[src/rtl/mvt_pkg.sv]
// ============================================================================
// mvt_pkg
// Shared types, constants and fp32 helpers for the 4x4 matrix-vector core.
// ============================================================================
package mvt_pkg;

    localparam int unsigned NumRegs   = 8;
    localparam int unsigned RegIdxW   = 3;
    localparam int unsigned CfgAddrW  = 4;
    localparam logic [31:0] QnanBits  = 32'h7FC0_0000;
    localparam logic [31:0] InfBits   = 32'h7F80_0000;

    localparam logic [63:0] ResetVals [NumRegs] = '{
        64'h0000_0000_3F80_0000, 64'h0,
        64'h3F80_0000_0000_0000, 64'h0,
        64'h0,                   64'h0000_0000_3F80_0000,
        64'h0,                   64'h3F80_0000_0000_0000
    };

    // special-case class of an unpacked operand
    typedef struct packed {
        logic nan;
        logic inf;
        logic zero;
    } fcls_t;

    function automatic fcls_t fclass(input logic [31:0] x);
        fcls_t c;
        c.nan  = (x[30:0] > InfBits[30:0]);
        c.inf  = (x[30:0] == InfBits[30:0]);
        c.zero = (x[30:0] == 31'd0);
        return c;
    endfunction

    // leading-zero count over 64 bits
    function automatic logic [6:0] lzc64(input logic [63:0] m);
        logic [6:0] n;
        logic       done;
        n    = 7'd64;
        done = 1'b0;
        for (int i = 63; i >= 0; i--) begin
            if (!done && m[i]) begin
                n    = 7'(63 - i);
                done = 1'b1;
            end
        end
        return n;
    endfunction

    // round normalized m (bit 62 set) * 2^e to fp32, nearest-even
    function automatic logic [31:0] fround(input logic s, input logic signed [11:0] e,
                                           input logic [63:0] m);
        logic signed [11:0] bexp;
        logic [6:0]         sh;
        logic [63:0]        q;
        logic [63:0]        rem;
        logic [63:0]        half;
        logic [63:0]        msk;
        logic [31:0]        r;
        bexp = e + 12'sd189;
        if (bexp >= 12'sd1) sh = 7'd39;
        else if (bexp < -12'sd23) sh = 7'd64;
        else sh = 7'(12'sd40 - bexp);
        r = '0;
        if (sh > 7'd63) begin
            r = {s, 31'd0};
        end else begin
            q    = m >> sh;
            msk  = (64'd1 << sh) - 64'd1;
            rem  = m & msk;
            half = 64'd1 << (sh - 7'd1);
            if (rem > half || (rem == half && q[0])) q = q + 64'd1;
            if (bexp >= 12'sd1) begin
                if (q[24]) begin
                    q    = q >> 1;
                    bexp = bexp + 12'sd1;
                end
                if (bexp >= 12'sd255) r = {s, InfBits[30:0]};
                else r = {s, bexp[7:0], q[22:0]};
            end else begin
                r = {s, q[30:0]};
            end
        end
        return r;
    endfunction

endpackage

[src/rtl/mvt_fmul.sv]
// ============================================================================
// mvt_fmul
// Three-stage fp32 multiplier: unpack/multiply, normalize, round.
// ============================================================================
module mvt_fmul
    import mvt_pkg::*;
(
    input  logic        aclk,
    input  logic        en,
    input  logic [31:0] a,
    input  logic [31:0] b,
    output logic [31:0] p
);

    fcls_t ca, cb;
    logic [23:0] ma, mb;
    logic signed [11:0] ea, eb;

    assign ca = fclass(a);
    assign cb = fclass(b);
    assign ma = {(a[30:23] != 8'd0), a[22:0]};
    assign mb = {(b[30:23] != 8'd0), b[22:0]};
    assign ea = (a[30:23] == 8'd0) ? -12'sd149 : $signed({4'd0, a[30:23]}) - 12'sd150;
    assign eb = (b[30:23] == 8'd0) ? -12'sd149 : $signed({4'd0, b[30:23]}) - 12'sd150;

    // stage 1: significand product and special result
    logic [47:0]        prod_reg;
    logic signed [11:0] e1_reg;
    logic               s1_reg, sp1_reg;
    logic [31:0]        spv1_reg;
    logic               sp1_next;
    logic [31:0]        spv1_next;
    logic               s;

    assign s = a[31] ^ b[31];

    always_comb begin
        sp1_next  = 1'b1;
        spv1_next = {s, 31'd0};
        if (ca.nan || cb.nan) spv1_next = QnanBits;
        else if (ca.inf || cb.inf)
            spv1_next = (ca.zero || cb.zero) ? QnanBits : {s, InfBits[30:0]};
        else if (!(ca.zero || cb.zero)) sp1_next = 1'b0;
    end

    always_ff @(posedge aclk) begin
        if (en) begin
            prod_reg <= ma * mb;
            e1_reg   <= ea + eb;
            s1_reg   <= s;
            sp1_reg  <= sp1_next;
            spv1_reg <= spv1_next;
        end
    end

    // stage 2: normalize to bit 62
    logic [63:0]        m2_reg;
    logic signed [11:0] e2_reg;
    logic               s2_reg, sp2_reg;
    logic [31:0]        spv2_reg;
    logic [6:0]         lz;

    assign lz = lzc64({16'd0, prod_reg});

    always_ff @(posedge aclk) begin
        if (en) begin
            m2_reg   <= {16'd0, prod_reg} << (lz - 7'd1);
            e2_reg   <= e1_reg - $signed({5'd0, lz}) + 12'sd1;
            s2_reg   <= s1_reg;
            sp2_reg  <= sp1_reg;
            spv2_reg <= spv1_reg;
        end
    end

    // stage 3: round
    always_ff @(posedge aclk) begin
        if (en) p <= sp2_reg ? spv2_reg : fround(s2_reg, e2_reg, m2_reg);
    end

endmodule

[config.mk]
export PLATFORM = sky130hd
export DESIGN_NAME = mvt_fmul
export DESIGN_NICKNAME = d
export VERILOG_FILES = /design/src/rtl/mvt_pkg.sv /design/src/rtl/mvt_fmul.sv
export SDC_FILE = /design/constraint.sdc
export NUM_CORES = 2
export LEC_CHECK = 0
export ABC_CLOCK_PERIOD_IN_PS = 14050
export BUFFER_PORTS_ARGS = -buffer_cell sky130_fd_sc_hd__buf_4
export CORE_ASPECT_RATIO = 0.6
export CORE_MARGIN = 1
export CORE_UTILIZATION = 45
export CTS_CLUSTER_SIZE = 14
export DETAILED_ROUTE_END_ITERATION = 12
export SYNTH_ARGS = -nofsm -noshare
export SYNTH_HDL_FRONTEND = slang
export SYNTH_SLANG_ARGS = --single-unit
[constraint.sdc]
create_clock -name aclk -period 14.05 [get_ports aclk]
set_clock_uncertainty 0.05 [all_clocks]
set_input_delay 2.1075 -clock aclk [delete_from_list [all_inputs] [get_ports aclk]]
set_output_delay 2.1075 -clock aclk [all_outputs]
set_load 0.01 [all_outputs]
=== Word level (Yosys, flattened, before mapping) ===
Index checks and enable logic that the tools add are counted.
Widths: inputs -> output; s select.

* Register bits: 236
* Output and inout port bits: 32

* Add/sub/neg operators: 12
* Multiply operators: 1
* $lt $le $gt $ge: 7
* Equal/unequal tests: 3
* Shift-type cells: 4
* Multiplexer cells: 115
* Bitwise gates (word level): 3
* Reduce and logical (&&, ||, !) cells: 107

{| class="wikitable"
|+ Operators with widths
! kind !! count
|-
| $mux 7 || 51
|-
| $mux 31 || 6
|-
| $shl 1x7->64 const A || 2
|-
| $mux 32 || 3
|-
| $mux 12 || 6
|-
| $and 64x64->64 || 1
|-
| $eq 64x64->1 || 1
|-
| $gt 64x64->1 || 1
|-
| $shl 48x7->64 || 1
|-
| $shr 64x7->31 || 1
|-
| $sub 64x1->64 const B || 1
|-
| $eq 31x31->1 const B || 2
|-
| $gt 31x31->1 const B || 2
|-
| $logic_not 31->1 || 2
|-
| $logic_and 1x1->1 || 48
|-
| $mul 24x24->48 || 1
|-
| $mux 1 || 48
|-
| $logic_not 1->1 || 47
|-
| $add 31x1->31 const B || 1
|-
| $add 12x2->12 const B || 2
|-
| $mux 23 || 1
|-
| $sub 8x8->9 const B || 2
|-
| $logic_not 8->1 || 2
|-
| $reduce_bool 8->1 || 2
|-
| 13 further kinds || 18
|}

=== Longest topological paths before layout ===
* Depth after elaboration: 144
* Mapped depth: 44
* Gate-level depth less buffers: 36

=== Worst setup path before layout ===
OpenSTA, ideal clock, no wires.

* Path type: input-to-reg
* From: in b[3]
* To: reg prod_reg[45], data pin
* Arrival: 9.482 ns
* Slack: 4.260 ns
* Stages: 32
* Buffers on the path: 2
* Cells stage by stage: clkbuf_1 clkbuf_1 nand2_1 fa_1 fa_1 inv_1 fa_1 ha_1 inv_1 fa_1 inv_1 fa_1 fa_1 ha_1 a21o_1 a2111oi_0 a21oi_1 nor2_1 nand2_1 a31oi_1 o22ai_1 o41ai_1 o2111ai_1 a21oi_1 a211oi_1 o31a_1 o21ai_0 nand2b_1 a311oi_1 o21bai_1 a21oi_1 xnor2_1

* Word-level cells in the longest chain between the ends: 1

{| class="wikitable"
|+ Ends and longest elaborated chain
! item !! line !! source
|-
| start: declaration || mvt_fmul.sv:11 || <nowiki>input logic [31:0] b,</nowiki>
|-
| $mul 24x24->48 || mvt_fmul.sv:48 || <nowiki>prod_reg <= ma * mb;</nowiki>
|-
| end signal: assignment || mvt_fmul.sv:48 ||
|-
| end: declaration || mvt_fmul.sv:27 || <nowiki>logic [47:0] prod_reg;</nowiki>
|}

No other way between the ends.
A chain may end at the register's enable or synchronous reset.

=== Worst setup path after layout ===
* From: reg e2_reg[0]
* To: reg p[11], data pin

* Word-level cells in the longest chain between the ends: 23

{| class="wikitable"
|+ Ends and longest elaborated chain
! item !! line !! source
|-
| start: declaration || mvt_fmul.sv:58 || <nowiki>logic signed [11:0] e2_reg;</nowiki>
|-
| start signal: assignment || mvt_fmul.sv:68 || <nowiki>e2_reg <= e1_reg - $signed({5'd0, lz}) + 12'sd1;</nowiki>
|-
| $add 12x9->12 (*) || mvt_pkg.sv:60 || <nowiki>bexp = e + 12'sd189;</nowiki>
|-
| branches (longest 20 deep; another with $sub 64x1->64) || n/a ||
|-
| $mux 31 (*) || mvt_pkg.sv:65 || <nowiki>if (sh > 7'd63) begin</nowiki>
|-
| $mux 32 (*) || mvt_fmul.sv:77 || <nowiki>if (en) p <= sp2_reg ? spv2_reg : fround(s2_reg, e2_reg, m2_reg);</nowiki>
|-
| end signal: assignment || mvt_fmul.sv:77 ||
|-
| end: declaration || mvt_fmul.sv:12 || <nowiki>output logic [31:0] p</nowiki>
|}

Every way passes the cells marked *. The select of a mux whose other input is x is not followed.

==> flow_summary.toml <==
[floorplanning]
die_y_um = 227
num_io_pins = 98
die-area_um2 = 85300
start_util = 0.459
die_w_um = 376
design.core.area_um2 = 82400
row_count = 81

[finish]
layout_commonest_cell = "nand2_1"
stdcell_count = 5529
largest_register_ffs = 64
final_cell_mix = "nand2_1 (643), inv_1 (555), fa_1 (484)"
area_growth_pct = 6.60
nNetsFinal = 5219
drive_gt1_frac = 0.0661

[sta]
min_period_ns = 12.68
slew_headroom = 0.167
fin_tns_setup_ns = 0
final_max_slew_viol_count = 0
max_freq_mhz = 78.9
rsz0062_at_grt = "no"
timing.final.hold_violations = 0
post-route-period-util = 0.902
tightest_slew_ns = 1.25
setup_violations = 0

[synthesis]
ys.flop_type = "edfxtp_1"
synth_edf_count = 178
yosysWarnings = 0
yosys_register_bits = 178
synthArstFlopShare = 0
syn_area_per_cell_um2 = 8.56
synth_cells = 4423
netlist_area_um2 = 37800
yosysTopAreaCell = "fa_1"
synth_area_leaders = "fa_1 (26%), edfxtp_1 (14%), ha_1 (9.2%)"
ys_seq_area_frac = 0.141
synth_cell_type_count = 101
synth_top_area_frac = 0.256

[detailed_routing]
antenna_left = 0
finalWirelength_um = 153000
via_per_inst = 6.21
drc_errors = 0
wl_per_cell_um = 27.7
vias = 34346
drt-initial-drc-count = 4528
drt-pass1-iter-count = 7

[run]
maxCapViolations = 0

[worst_setup_path]
path_max_fanout = 28
crit_type = "reg2reg"
endpoint_kind = "register"
crit_required_ns = 14.24
worst_path_most_repeated_cell = "nor2_1"
slowest_stage = "edfxtp_1"
max_stage_delay_ns = 0.91
start_kind = "register"
worstPathArrival_ns = 12.87

[grt]
track_usage = 0.364
antenna_found_initial = 6
grt_pass1_vias = 32835
grt_max_degree = 69
grt_pass1_wl_um = 227000
grt-ovfl-total = 0

[cts]
numCtsBuffers = 17
cts_hold_buf = 0
clk_latency_ns = 0.50
htreeDepth = 4
numClockSinks = 178
cts_tree = "built"
cts_root_buf = "clkbuf_16"
path_clk_slew_ns = 0.08
cts_buffer_depth = 2
ctsResizeCount = 0
post_cts_buffers = 0

[place]
dp.cells = 5491
place_hpwl_um = 123000
portBuffers = 97
gp_congestion = 1.08

[worst_hold_path]
holdCritPathClass = "reg2reg"

[status]
status = "finished clean"
==> kinds of logic (layout without fill, tap and decap cells) <==
group           after synthesis  after routing  synth area share
simple gates               1541           1541             0.193
buf+inv                     815            763            0.0832
compound gates              742            742             0.137
fa+ha+maj                   763            763             0.348
xor+xnor                    146            146            0.0344
other cells                   2             40          0.000198
mux                         236            236            0.0628
flops                       178            178             0.141
==> metal layers <==
metal	part of all wire	track usage	vias to the layer above
met5	0.0023	0.0280	-
met4	0.011	0.0433	8
met3	0.17	0.191	160
met2	0.32	0.405	2251
met1	0.49	0.589	17086
li1	-	-	14841
==> Yosys cell counts, types with 101 or more instances <==
cell type / instances
edfxtp_1: 178
inv_1: 555
nand2_1: 643
fa_1: 484
clkbuf_1: 200
nor2_1: 248
nand3_1: 117
mux2i_1: 223
o21ai_0: 101
a21oi_1: 185
ha_1: 279
and2_1: 246
==> per-stage QoR <==
stage | util | area [um2] | setup slack, ns | hold WS (ns)
after global routing | 0.489 | 40300 | 0.838 | 0.383
after detailed placement | 0.482 | 39700 | 2.04 | 0.361
after CTS | 0.489 | 40300 | 2.00 | 0.362
final | 0.490 | 40300 | 1.37 | 0.369
after global placement | 0.482 | 39700 | 2.48 | 0.351
after floorplan | - | 38000 | 4.26 | 0.350
==> worst max-delay path: cells and delay by family (launching register included) <==
kind / cells / cell delay (ns)
xor+xnor: 2 / 0.40
simple gates: 21 / 6.34
flops: 1 / 0.91
fa+ha+maj: 2 / 1.15
compound gates: 9 / 2.77
buf+inv: 2 / 0.71
==> layout make-up <==
class                      count  area, um2
clock inverter                13        148
clock buffer                  19        433
inverter                     558       2090
fill                        7994      42100
multi-input combinational   3462      29600
timing repair buffer         173       1300
tap                         1120       1400
sequential                   178       5350
antenna                        6       15.0
==> path summary, 6_finish.rpt <==
path / start / endpoint / slack [ns] / cells past startpoint
hold reg to reg: spv1_reg[30] / spv2_reg[30] / 0.37 / 0
hold / removal: spv1_reg[30] / spv2_reg[30] / 0.37 / 0
setup / recovery: e2_reg[0] / p[11] / 1.37 / 36
setup reg to reg: e2_reg[0] / p[11] / 1.37 / 36
Power is left out: the tool's default activity adds up to more than one toggle a clock period on the data nets, which glitch-free logic cannot reach.
