===== src/rtl/mvt_pkg.sv =====
// ============================================================================
// mvt_pkg
// Shared types, constants and fp32 helpers for the 4x4 matrix-vector core.
// ============================================================================
package mvt_pkg;

    localparam int unsigned NumRegs   = 8;
    localparam int unsigned RegIdxW   = 3;
    localparam int unsigned CfgAddrW  = 4;
    localparam logic [31:0] QnanBits  = 32'h7FC0_0000;
    localparam logic [31:0] InfBits   = 32'h7F80_0000;

    localparam logic [63:0] ResetVals [NumRegs] = '{
        64'h0000_0000_3F80_0000, 64'h0,
        64'h3F80_0000_0000_0000, 64'h0,
        64'h0,                   64'h0000_0000_3F80_0000,
        64'h0,                   64'h3F80_0000_0000_0000
    };

    // special-case class of an unpacked operand
    typedef struct packed {
        logic nan;
        logic inf;
        logic zero;
    } fcls_t;

    function automatic fcls_t fclass(input logic [31:0] x);
        fcls_t c;
        c.nan  = (x[30:0] > InfBits[30:0]);
        c.inf  = (x[30:0] == InfBits[30:0]);
        c.zero = (x[30:0] == 31'd0);
        return c;
    endfunction

    // leading-zero count over 64 bits
    function automatic logic [6:0] lzc64(input logic [63:0] m);
        logic [6:0] n;
        logic       done;
        n    = 7'd64;
        done = 1'b0;
        for (int i = 63; i >= 0; i--) begin
            if (!done && m[i]) begin
                n    = 7'(63 - i);
                done = 1'b1;
            end
        end
        return n;
    endfunction

    // round normalized m (bit 62 set) * 2^e to fp32, nearest-even
    function automatic logic [31:0] fround(input logic s, input logic signed [11:0] e,
                                           input logic [63:0] m);
        logic signed [11:0] bexp;
        logic [6:0]         sh;
        logic [63:0]        q;
        logic [63:0]        rem;
        logic [63:0]        half;
        logic [63:0]        msk;
        logic [31:0]        r;
        bexp = e + 12'sd189;
        if (bexp >= 12'sd1) sh = 7'd39;
        else if (bexp < -12'sd23) sh = 7'd64;
        else sh = 7'(12'sd40 - bexp);
        r = '0;
        if (sh > 7'd63) begin
            r = {s, 31'd0};
        end else begin
            q    = m >> sh;
            msk  = (64'd1 << sh) - 64'd1;
            rem  = m & msk;
            half = 64'd1 << (sh - 7'd1);
            if (rem > half || (rem == half && q[0])) q = q + 64'd1;
            if (bexp >= 12'sd1) begin
                if (q[24]) begin
                    q    = q >> 1;
                    bexp = bexp + 12'sd1;
                end
                if (bexp >= 12'sd255) r = {s, InfBits[30:0]};
                else r = {s, bexp[7:0], q[22:0]};
            end else begin
                r = {s, q[30:0]};
            end
        end
        return r;
    endfunction

endpackage


===== src/rtl/mvt_fadd.sv =====
// ============================================================================
// mvt_fadd
// Three-stage fp32 adder: align, add and normalize, round.
// ============================================================================
module mvt_fadd
    import mvt_pkg::*;
(
    input  logic        aclk,
    input  logic        en,
    input  logic [31:0] a,
    input  logic [31:0] b,
    output logic [31:0] y
);

    fcls_t ca, cb;
    assign ca = fclass(a);
    assign cb = fclass(b);

    logic [31:0] big, sml;
    logic        swap;
    assign swap = b[30:0] > a[30:0];
    assign big  = swap ? b : a;
    assign sml  = swap ? a : b;

    logic [7:0] eb_f, es_f;
    assign eb_f = (big[30:23] == 8'd0) ? 8'd1 : big[30:23];
    assign es_f = (sml[30:23] == 8'd0) ? 8'd1 : sml[30:23];

    // significands sit with 38 guard bits below the last fraction bit
    logic [7:0]  d;
    logic [63:0] mbig, msml, mal;
    logic        lost;
    assign d    = eb_f - es_f;
    assign mbig = {2'd0, (big[30:23] != 8'd0), big[22:0], 38'd0};
    assign msml = {2'd0, (sml[30:23] != 8'd0), sml[22:0], 38'd0};

    always_comb begin
        if (d >= 8'd63) begin
            mal  = 64'd1;
            lost = 1'b0;
        end else begin
            mal  = msml >> d[5:0];
            lost = ((msml & ((64'd1 << d[5:0]) - 64'd1)) != 64'd0);
            mal[0] = mal[0] | lost;
        end
    end

    // special results
    logic        sp1_next;
    logic [31:0] spv1_next;
    always_comb begin
        sp1_next  = 1'b1;
        spv1_next = a;
        if (ca.nan || cb.nan) spv1_next = QnanBits;
        else if (ca.inf) spv1_next = (cb.inf && a[31] != b[31]) ? QnanBits : a;
        else if (cb.inf) spv1_next = b;
        else if (ca.zero && cb.zero) spv1_next = {a[31] & b[31], 31'd0};
        else if (ca.zero) spv1_next = b;
        else if (cb.zero) spv1_next = a;
        else sp1_next = 1'b0;
    end

    // stage 1: aligned operands
    logic [63:0] ma_reg, mb_reg;
    logic [7:0]  e1_reg;
    logic        sa_reg, sub_reg, sp1_reg;
    logic [31:0] spv1_reg;

    always_ff @(posedge aclk) begin
        if (en) begin
            ma_reg   <= mbig;
            mb_reg   <= mal;
            e1_reg   <= eb_f;
            sa_reg   <= big[31];
            sub_reg  <= big[31] ^ sml[31];
            sp1_reg  <= sp1_next;
            spv1_reg <= spv1_next;
        end
    end

    // stage 2: add or subtract (magnitude order already set) and normalize
    logic [63:0] sum;
    logic [6:0]  lz;
    assign sum = sub_reg ? ma_reg - mb_reg : ma_reg + mb_reg;
    assign lz  = lzc64(sum);

    logic [63:0]        m2_reg;
    logic signed [11:0] e2_reg;
    logic               s2_reg, sp2_reg;
    logic [31:0]        spv2_reg;

    always_ff @(posedge aclk) begin
        if (en) begin
            m2_reg   <= sum << (lz - 7'd1);
            e2_reg   <= $signed({4'd0, e1_reg}) - 12'sd188 - $signed({5'd0, lz}) + 12'sd1;
            s2_reg   <= sa_reg;
            sp2_reg  <= sp1_reg || (sum == 64'd0);
            spv2_reg <= sp1_reg ? spv1_reg : 32'd0;
        end
    end

    // stage 3: round
    always_ff @(posedge aclk) begin
        if (en) y <= sp2_reg ? spv2_reg : fround(s2_reg, e2_reg, m2_reg);
    end

endmodule


===== config.mk =====
export PLATFORM = sky130hd
export DESIGN_NAME = mvt_fadd
export DESIGN_NICKNAME = d
export VERILOG_FILES = /design/src/rtl/mvt_pkg.sv /design/src/rtl/mvt_fadd.sv
export SDC_FILE = /design/constraint.sdc
export NUM_CORES = 1
export LEC_CHECK = 0
export BUFFER_PORTS_ARGS = -buffer_cell sky130_fd_sc_hd__buf_4
export CORE_MARGIN = 2
export CORE_UTILIZATION = 37
export DETAILED_ROUTE_END_ITERATION = 10
export PLACE_DENSITY = 0.55
export SYNTH_ARGS = -nofsm -noshare
export SYNTH_HDL_FRONTEND = slang
export SYNTH_SLANG_ARGS = --single-unit

===== constraint.sdc =====
create_clock -name aclk -period 13.15 [get_ports aclk]
set_input_delay 0 -clock aclk [delete_from_list [all_inputs] [get_ports aclk]]
set_output_delay 0 -clock aclk [all_outputs]
set_load 0.01 [all_outputs]

# Yosys cells after proc, flatten, opt, wreduce, memory -nomap -nowiden
# Cells that the tools add are included.
[totals] ff_bits=273 input_bits=66 wordCells=345
[op_classes] add_sub_neg=14 n_lt_le_gt_ge=9 eq_ne=4 shift=6 muxes=153 bitwise=5 n_reduce_logical=141
[ops] op="$mux 7" n=67
[ops] op="$mux 32" n=8
[ops] op="$mux 31" n=6
[ops] op="$shl 1x7->64 const A" n=2
[ops] op="$sub 64x1->64 const B" n=2
[ops] op="$logic_and 1x1->1" n=66
[ops] op="$add 62x64->64" n=1
[ops] op="$and 62x64->64" n=1
[ops] op="$and 64x64->64" n=1
[ops] op="$eq 64x64->1" n=1
[ops] op="$gt 64x64->1" n=1
[ops] op="$logic_not 64->1" n=1
[ops] op="$mux 1" n=64
[ops] op="$mux 64" n=1
[ops] op="$reduce_bool 64->1" n=1
[ops] op="$shl 1x6->64 const A" n=1
[ops] op="$shl 64x7->64" n=1
[ops] op="$shr 62x6->64" n=1
[ops] op="$shr 64x7->31" n=1
[ops] op="$sub 62x64->64" n=1
[ops] op="$logic_not 1->1" n=63
[ops] op="$eq 31x31->1 const B" n=2
[ops] op="$gt 31x31->1 const B" n=2
[ops] op="$logic_not 31->1" n=2
[ops] op="other kinds (26)" n=35

# Logic depth before layout (Yosys ltp)
# Gate-level depths: netlist of run 1.
[logic_depth] word_depth=194 depth_mapped=42

# Worst setup path before layout of run 1
# Ideal clock, no wire load.
[synth_timing] kind="reg2reg" startpoint="reg e2_reg[0]" endpoint="reg y[14], data pin" setup_ns=0.274 t_arrival_ns=8.912 required_time_ns=12.876 setup_slack_ns=3.963 path_stages_with_launch=38 path_buffers=6 period_less_slack_ns=9.187 cell_sequence="edfxtp_1 > a2111o_1 > xor2_1 > or3b_4 > or4b_4 > o21ai_4 > nand2b_1 > clkbuf_1 > clkbuf_1 > clkbuf_1 > clkbuf_1 > nand3_1 > nor2_1 > nor3b_1 > nand2b_1 > nand2b_1 > clkbuf_1 > nor2_1 > [... 2 more ...] > o22ai_1 > and2_1 > ha_1 > nand2_1 > nor3_1 > nand3_1 > or3_1 > or3_1 > nor3_1 > nor2_1 > a211oi_1 > and3_1 > a21oi_2 > nor2_4 > mux2_2 > a31oi_4 > buf_4 > o31ai_2"
[synth_via] elab_chain_cells=23 word_cells_on_any_way=33 cone_classes="add/sub: 6; order compare: 5; eq/ne: 1; shift: 3; mux: 15; bitwise: 1; reduce/logical: 2"
[synth_rtl] element="start: declaration" line="mvt_fadd.sv:88" rtl="logic signed [11:0] e2_reg;"
[synth_rtl] element="start signal: assignment" line="mvt_fadd.sv:95" rtl="e2_reg <= $signed({4'd0, e1_reg}) - 12'sd188 - $signed({5'd0, lz}) + 12'sd1;"
[synth_rtl] element="$add 12x9->12 (*)" line="mvt_pkg.sv:60" rtl="bexp = e + 12'sd189;"
[synth_rtl] element="branches (longest 20 deep; another with $sub 64x1->64)"
[synth_rtl] element="$mux 31 (*)" line="mvt_pkg.sv:65" rtl="if (sh > 7'd63) begin"
[synth_rtl] element="$mux 32 (*)" line="mvt_fadd.sv:104" rtl="if (en) y <= sp2_reg ? spv2_reg : fround(s2_reg, e2_reg, m2_reg);"
[synth_rtl] element="end signal: assignment" line="mvt_fadd.sv:104"
[synth_rtl] element="end: declaration" line="mvt_fadd.sv:12" rtl="output logic [31:0] y"
# Mark *: on every way between the ends. The select of a mux whose other input is x is not followed.
# A chain may end at the register's enable or synchronous reset.

# Final worst setup path of run 1
[layout_timing] startpoint="reg e2_reg[0]" endpoint="reg y[13], data pin"
# Same word-level chain as after synthesis.

==> results.tsv, run 1 <==
metric	value	unit
status	finished, violations left	
failing checks	negative hold slack	
Num CTS Buffers	31	
vias in the first global route	33000	
# IOs	98	
HPWL after DPL	113000	um
CTS Sinks	270	
measured slew at the worst slew-check pin	1.30	ns
Setup CP Type	reg -> reg	
final WL	145000	um
Finished Cell Area	37100	um^2
final hold vios	12	
WP data required	13.45	ns
Slowest-stage cell, CP	nand2_1	
antenna violations before repair	1	
layout cells sized above 1	11.1	%
DRC	0	
Arr. time, crit path	12.02	ns
Post-Syn Area	33600	um^2
FMAX	0.0853	GHz
pins over their slew limit	0	
drt pass-1 iters	7	
r2r endpoint	y[13]	
worst vdd ir	0.000158	V
Slew headroom	12.7	%
Hold Path Depth	1	
RSZ-0062 raised after global routing	false	
Hold Crit Start	en	
synth unique cells	122	
Critical Path Max Stage Delay	0.73	ns
PD cells	268	nW/um^2
delay-heaviest family, CP	compound AO/OA/AOI/OAI gates	
hold slack	-0.0312	ns
Post-synth EDFFs	270	
CTS tree	done	
Post-DRT Antenna Nets	0	
Final GP Congestion	1.03	
hold crit path type	in -> reg	
most common cell after layout, fill and taps aside	nand2_1	
Synth Flop Type	edfxtp_1	
post-synthesis sequential area ratio	24.1	%
Warnings, synthesis	0	
first-pass GRT wire length	216000	um
Worst Setup Start Kind	flop	
Iter 0 DRT Violations	4637	
initial core utilization	37.3	%
Clock Path Buffers	3	
Overall Global Routing Usage	29.9	%
fin crit period	11.72	ns
root buf cell	clkbuf_16	
row cnt	110	
WL per Instance	27.1	um
Static Leakage	13.8	nW
H-tree levels	1	
asr flop ratio synth	0	%
R2R cell count	33	
Clock transition at path regs	0.06	ns
fin crit share	89.1	%
syn_area_per_cell	8.12	um^2
Die ar.	93300	um^2
Final nets	4413	
crit-path most repeated cell	nor2_1	
post-CTS sizing	0	
IO buf count	97	
TNS Setup	0	ns
crit end category	flop	
r2r setup slk	1.43	ns
n_diodes	0	
max_cap viols	0	
global route overflow	0	
Area growth syn-to-layout	10.5	%
WP buf/inv	1	
Die Width	305	um
# setup viols final	0	
commonest cells after routing, fill and taps aside	nand2_1 (370), nor2_1 (334), edfxtp_1 (270)	
CTS Hold Buffers Added	78	
Fill cells	9266	
worst skew pair latency	0.59	ns
Crit Path Max Fanout	26	
Worst R2R Start	e2_reg[0]	
pin count of the biggest net entering global routing	123	
post-synthesis cell count	4137	
Post-CTS Setup Inserts	0	
Placed Instance Area	35400	um^2
core footprint	90000	um^2
max reg flops	64	
worst clock skew	0.0245	ns
Die Ht	305	um
Synth Register Bits	270	
Hold EP	spv1_reg[19]	
routed vias/inst	6.54	
via count	35100	
-- synthesized netlist by cell type, types with 42 or more instances --
cell | instances | area (um^2)
nor2_1 | 337 | 1260
and2_1 | 108 | 676
a31oi_1 | 42 | 263
a211oi_1 | 73 | 548
o211ai_1 | 88 | 661
xor2_1 | 60 | 526
o21ai_0 | 218 | 1090
and3_1 | 56 | 350
o31ai_1 | 57 | 428
inv_1 | 156 | 586
ha_1 | 176 | 2200
nand4_1 | 86 | 538
a21oi_1 | 257 | 1290
xnor2_1 | 82 | 718
mux4_2 | 56 | 1260
mux2i_1 | 108 | 1080
nand2_1 | 371 | 1390
nor3_1 | 152 | 761
buf_2 | 60 | 300
clkbuf_1 | 179 | 672
edfxtp_1 | 270 | 8110
nand3_1 | 150 | 751
nor4_1 | 63 | 394
o22ai_1 | 92 | 576
a21o_1 | 61 | 458
a22oi_1 | 48 | 360
-- through the flow --
step	hold slack [ns]	setup WS, ns	util [%]	instances	power [mW]
2_1_floorplan	0.112	3.96	-	4167	6.36
3_3_place_gp	0.333	2.02	39.3	5233	8.86
3_5_place_dp	0.333	1.74	39.3	5233	8.81
4_1_cts	0.0113	1.72	41.3	5368	9.71
5_1_grt	0.0219	0.691	41.3	5368	10.5
6_report	-0.0312	1.43	41.3	5368	9.94
-- power breakdown --
part / switching, mW / leakage (nW) / internal, mW
clock: 0.366 / 0.488 / 0.478
combinational: 5.09 / 10.6 / 2.45
sequential: 0.289 / 2.69 / 1.27
total: 5.74 / 13.8 / 4.19
-- logic make-up after synthesis --
logic type	share of synthesized area (%)
simple gates	24.1
mux	8.45
compound gates	27.4
fa+ha+maj	6.76
xor+xnor	3.75
buf+inv	5.42
flops	24.1
other cells	0.0223
-- final cells by class --
type                       count  area, um^2  share of cell area (%)
tap                         1176        1470                    3.96
timing repair buffer         246        2060                    5.55
sequential                   270        8110                    21.8
multi-input combinational   3459       23900                    64.4
inverter                     160         603                    1.62
clock buffer                  36         795                    2.14
clock inverter                21         199                   0.536
-- worst max-delay path by stage --
stage	from	end	slack (ns)	cells after the start
global route	e2_reg[0]	y[13]	0.69	33
finish	e2_reg[0]	y[13]	1.43	33
detailed placement	e2_reg[0]	y[13]	1.74	33
floorplan	e2_reg[0]	y[14]	3.96	37
CTS	e2_reg[0]	y[13]	1.72	33
global placement	e2_reg[0]	y[4]	2.02	33
-- routing by layer --
layer  part of all wire (%)  track usage [%]
met1                     42             40.3
met2                     45             48.0
met3                    7.3             3.21
met4                    5.4             13.6
met5                      0                0
(Power assumes the default switching activity.)
==> run 2, diff against run 1 <==
==> constraint.sdc (replaced) <==
create_clock -name aclk -period 13.6 [get_ports aclk]
set_input_delay 0 -clock aclk [delete_from_list [all_inputs] [get_ports aclk]]
set_output_delay 0 -clock aclk [all_outputs]
set_load 0.01 [all_outputs]
==> run 2 against run 1 <==
Net effect: the run still ends with negative hold slack left; combinational power shrank 3.5%; final area is 0.11% lower; utilization about the same; first-iteration DRC count fell by 5.1%; largest cell class unchanged; non-clock buffer count decreased by 12; global-route usage is 0.22 points lower; critical path type unchanged; fmax shrank 7.0%; sequential share of layout area is essentially flat; final cell count shrank 0.22%; sequential power shrank 4%; critical endpoint is now y[3]; die area unchanged; count of clock-buffer cells in the layout decreased by 2.
==> results.tsv, run 2 (synthesis gave the netlist of run 1 again) <==
metric	value	unit	change
row cnt	110		unchanged
Static Leakage	13.7	nW	-0.40%
Post-DRT Antenna Nets	0		unchanged
final WL	144000	um	-0.55%
R2R cell count	36		+9.1%
WL met3	11200	um	+5.7%
PD cells	260	nW/um^2	-2.9%
most common cell after layout, fill and taps aside	nand2_1		
WL per Instance	27.0	um	-0.32%
fin crit period	12.61	ns	+0.887 ns
H-tree levels	1		unchanged
Hold EP	ma_reg[46]		
worst clock skew	0.0463	ns	+0.0217 ns
r2r setup slk	0.99	ns	-0.44 ns
Crit Path Max Fanout	26		unchanged
crit end category	flop		
WP data required	13.89	ns	+0.44 ns
Setup CP Type	reg -> reg		
hold slack	-0.00808	ns	+0.0231 ns
routed vias/inst	6.57		+0.42%
first-pass GRT wire length	214000	um	-0.62%
pin count of the biggest net entering global routing	82		-33%
total design power	9.64	mW	-3.0%
initial core utilization	37.3	%	unchanged
Fill cells	9244		-0.24%
Final GP Congestion	1.06		+2.9%
max_cap viols	0		unchanged
delay-heaviest family, CP	simple AND/OR/NAND/NOR gates		
HPWL after DPL	113000	um	-0.23%
Logic pwr share	75.4	%	-0.4 points
sequential fraction of design power	15.6	%	about the same
Sw Share	57.7	%	-0.11 points
DRC	0		unchanged
final hold vios	1		-11
Clock Path Buffers	3		unchanged
Clock transition at path regs	0.06	ns	about the same
Placed Instance Area	35300	um^2	-0.25%
Slew headroom	15.7	%	+3.0 points
CTS tree	done		
Critical Path Max Stage Delay	0.84	ns	+0.11 ns
via count	35200		+0.19%
worst skew pair latency	0.61	ns	+0.02 ns
Finished Cell Area	37100	um^2	-0.11%
WP buf/inv	2		+1
P_sw	5.56	mW	-3.2%
Hold Path Depth	3		+2
multi-input logic area	23900	um^2	about the same
vias in the first global route	32500		-1.4%
Hold Crit Start	a[8]		
Iter 0 DRT Violations	4401		-5.1%
routed wl met2	64900	um	-1.8%
DR top layer	met5		
Num CTS Buffers	30		-3.2%
Worst R2R Start	e2_reg[0]		
Arr. time, crit path	12.90	ns	+0.88 ns
root buf cell	clkbuf_16		
pre-CTS setup slack	1.08	ns	-0.661 ns
pins over their slew limit	0		unchanged
met1 WL	60000	um	-1.3%
Post-CTS Setup Inserts	0		unchanged
antenna violations before repair	2		+1
status	finished, violations left		
FMAX	0.0793	GHz	-7.0%
CTS Sinks	270		unchanged
IO buf count	97		unchanged
Final nets	4400		-0.29%
core footprint	90000	um^2	unchanged
measured slew at the worst slew-check pin	1.25	ns	-0.0443 ns
RSZ-0062 raised after global routing	false		
worst vdd ir	0.000139	V	-12%
Register Area	8110	um^2	unchanged
Die Ht	305	um	unchanged
internal cell power	4.08	mW	-2.7%
Slowest-stage cell, CP	nor4b_2		
drt pass-1 iters	6		-1
r2r endpoint	y[3]		
Overall Global Routing Usage	29.7	%	-0.22 points
Die ar.	93300	um^2	unchanged
crit-path most repeated cell	nor2_1		
Area growth syn-to-layout	10.4	%	
max reg flops	64		unchanged
setup slack after layout	0.993	ns	-0.437 ns
# setup viols final	0		unchanged
hold crit path type	in -> reg		
global route overflow	0		unchanged
Worst Setup Start Kind	flop		
commonest cells after routing, fill and taps aside	nand2_1 (370), nor2_1 (334), edfxtp_1 (270)		
Die Width	305	um	unchanged
Clock power frac	9.0	%	+0.5 points
# IOs	98		unchanged
TNS Setup	0	ns	unchanged
fin crit share	92.7	%	+3.6 points
layout cells sized above 1	10.9	%	-0.20 points
failing checks	negative hold slack		
==> run 2: worst max path at each step <==
| stage | from | endpoint | slack [ns] | depth (start not counted) |
|---|---|---|---|---|
| final | e2_reg[0] | y[3] | 0.99 | 36 |
| after floorplan | e2_reg[0] | y[14] | 4.41 | 37 |
| after CTS | e2_reg[0] | y[3] | 1.11 | 35 |
| after global routing | e2_reg[0] | y[3] | 0.13 | 36 |
| after global placement | e2_reg[0] | y[15] | 1.34 | 35 |
| after detailed placement | e2_reg[0] | y[12] | 1.08 | 35 |
==> run 2: what timing repair did <==
| item | in CTS | in global routing |
|---|---|---|
| endpoints found under the hold margin | 123 | 0 |
| hold buffers | 76 | 0 |
| setup endpoints to repair | 0 | 13 |
| gates resized for setup | 0 | 1 |
==> run 2: tightest hold or removal path, stage by stage <==
cell and delay [ns]:
buf_4 0.15, inv_1 0.07, o21ai_0 0.16
==> run 2: final cells by class <==
type	instances	share of cell area [%]
multi-input cells	3459	64.4
inverters	160	1.63
well taps	1176	3.97
diodes	1	0.00675
repair buffers	234	5.27
clock inverters	22	0.772
clock buffers	34	2.06
flip-flops and latches	270	21.9
==> run 2: routing by layer <==
metal | global-route usage (%) | up-vias
met5 | 0 | -
met4 | 14.1 | 2
met3 | 3.67 | 366
met2 | 47.1 | 1917
met1 | 40.0 | 16900
li1 | - | 16000
==> run 2: power groups by stage <==
stage	combinational (mW)	sequential, mW	clock (mW)
3_3_place_gp	7.01	1.51	0
3_5_place_dp	6.98	1.52	0
2_1_floorplan	4.81	1.35	0
6_report	7.27	1.50	0.867
5_1_grt	7.69	1.52	0.913
4_1_cts	7.03	1.50	0.881
==> run 2: through the flow <==
stage / std cells / hold slack (ns) / util (%)
after floorplan: 4167 / 0.112 / -
after global placement: 5223 / 0.346 / 39.2
after detailed placement: 5223 / 0.353 / 39.2
after CTS: 5355 / 0.00240 / 41.2
after global routing: 5355 / 0.0149 / 41.2
final: 5356 / -0.00808 / 41.2
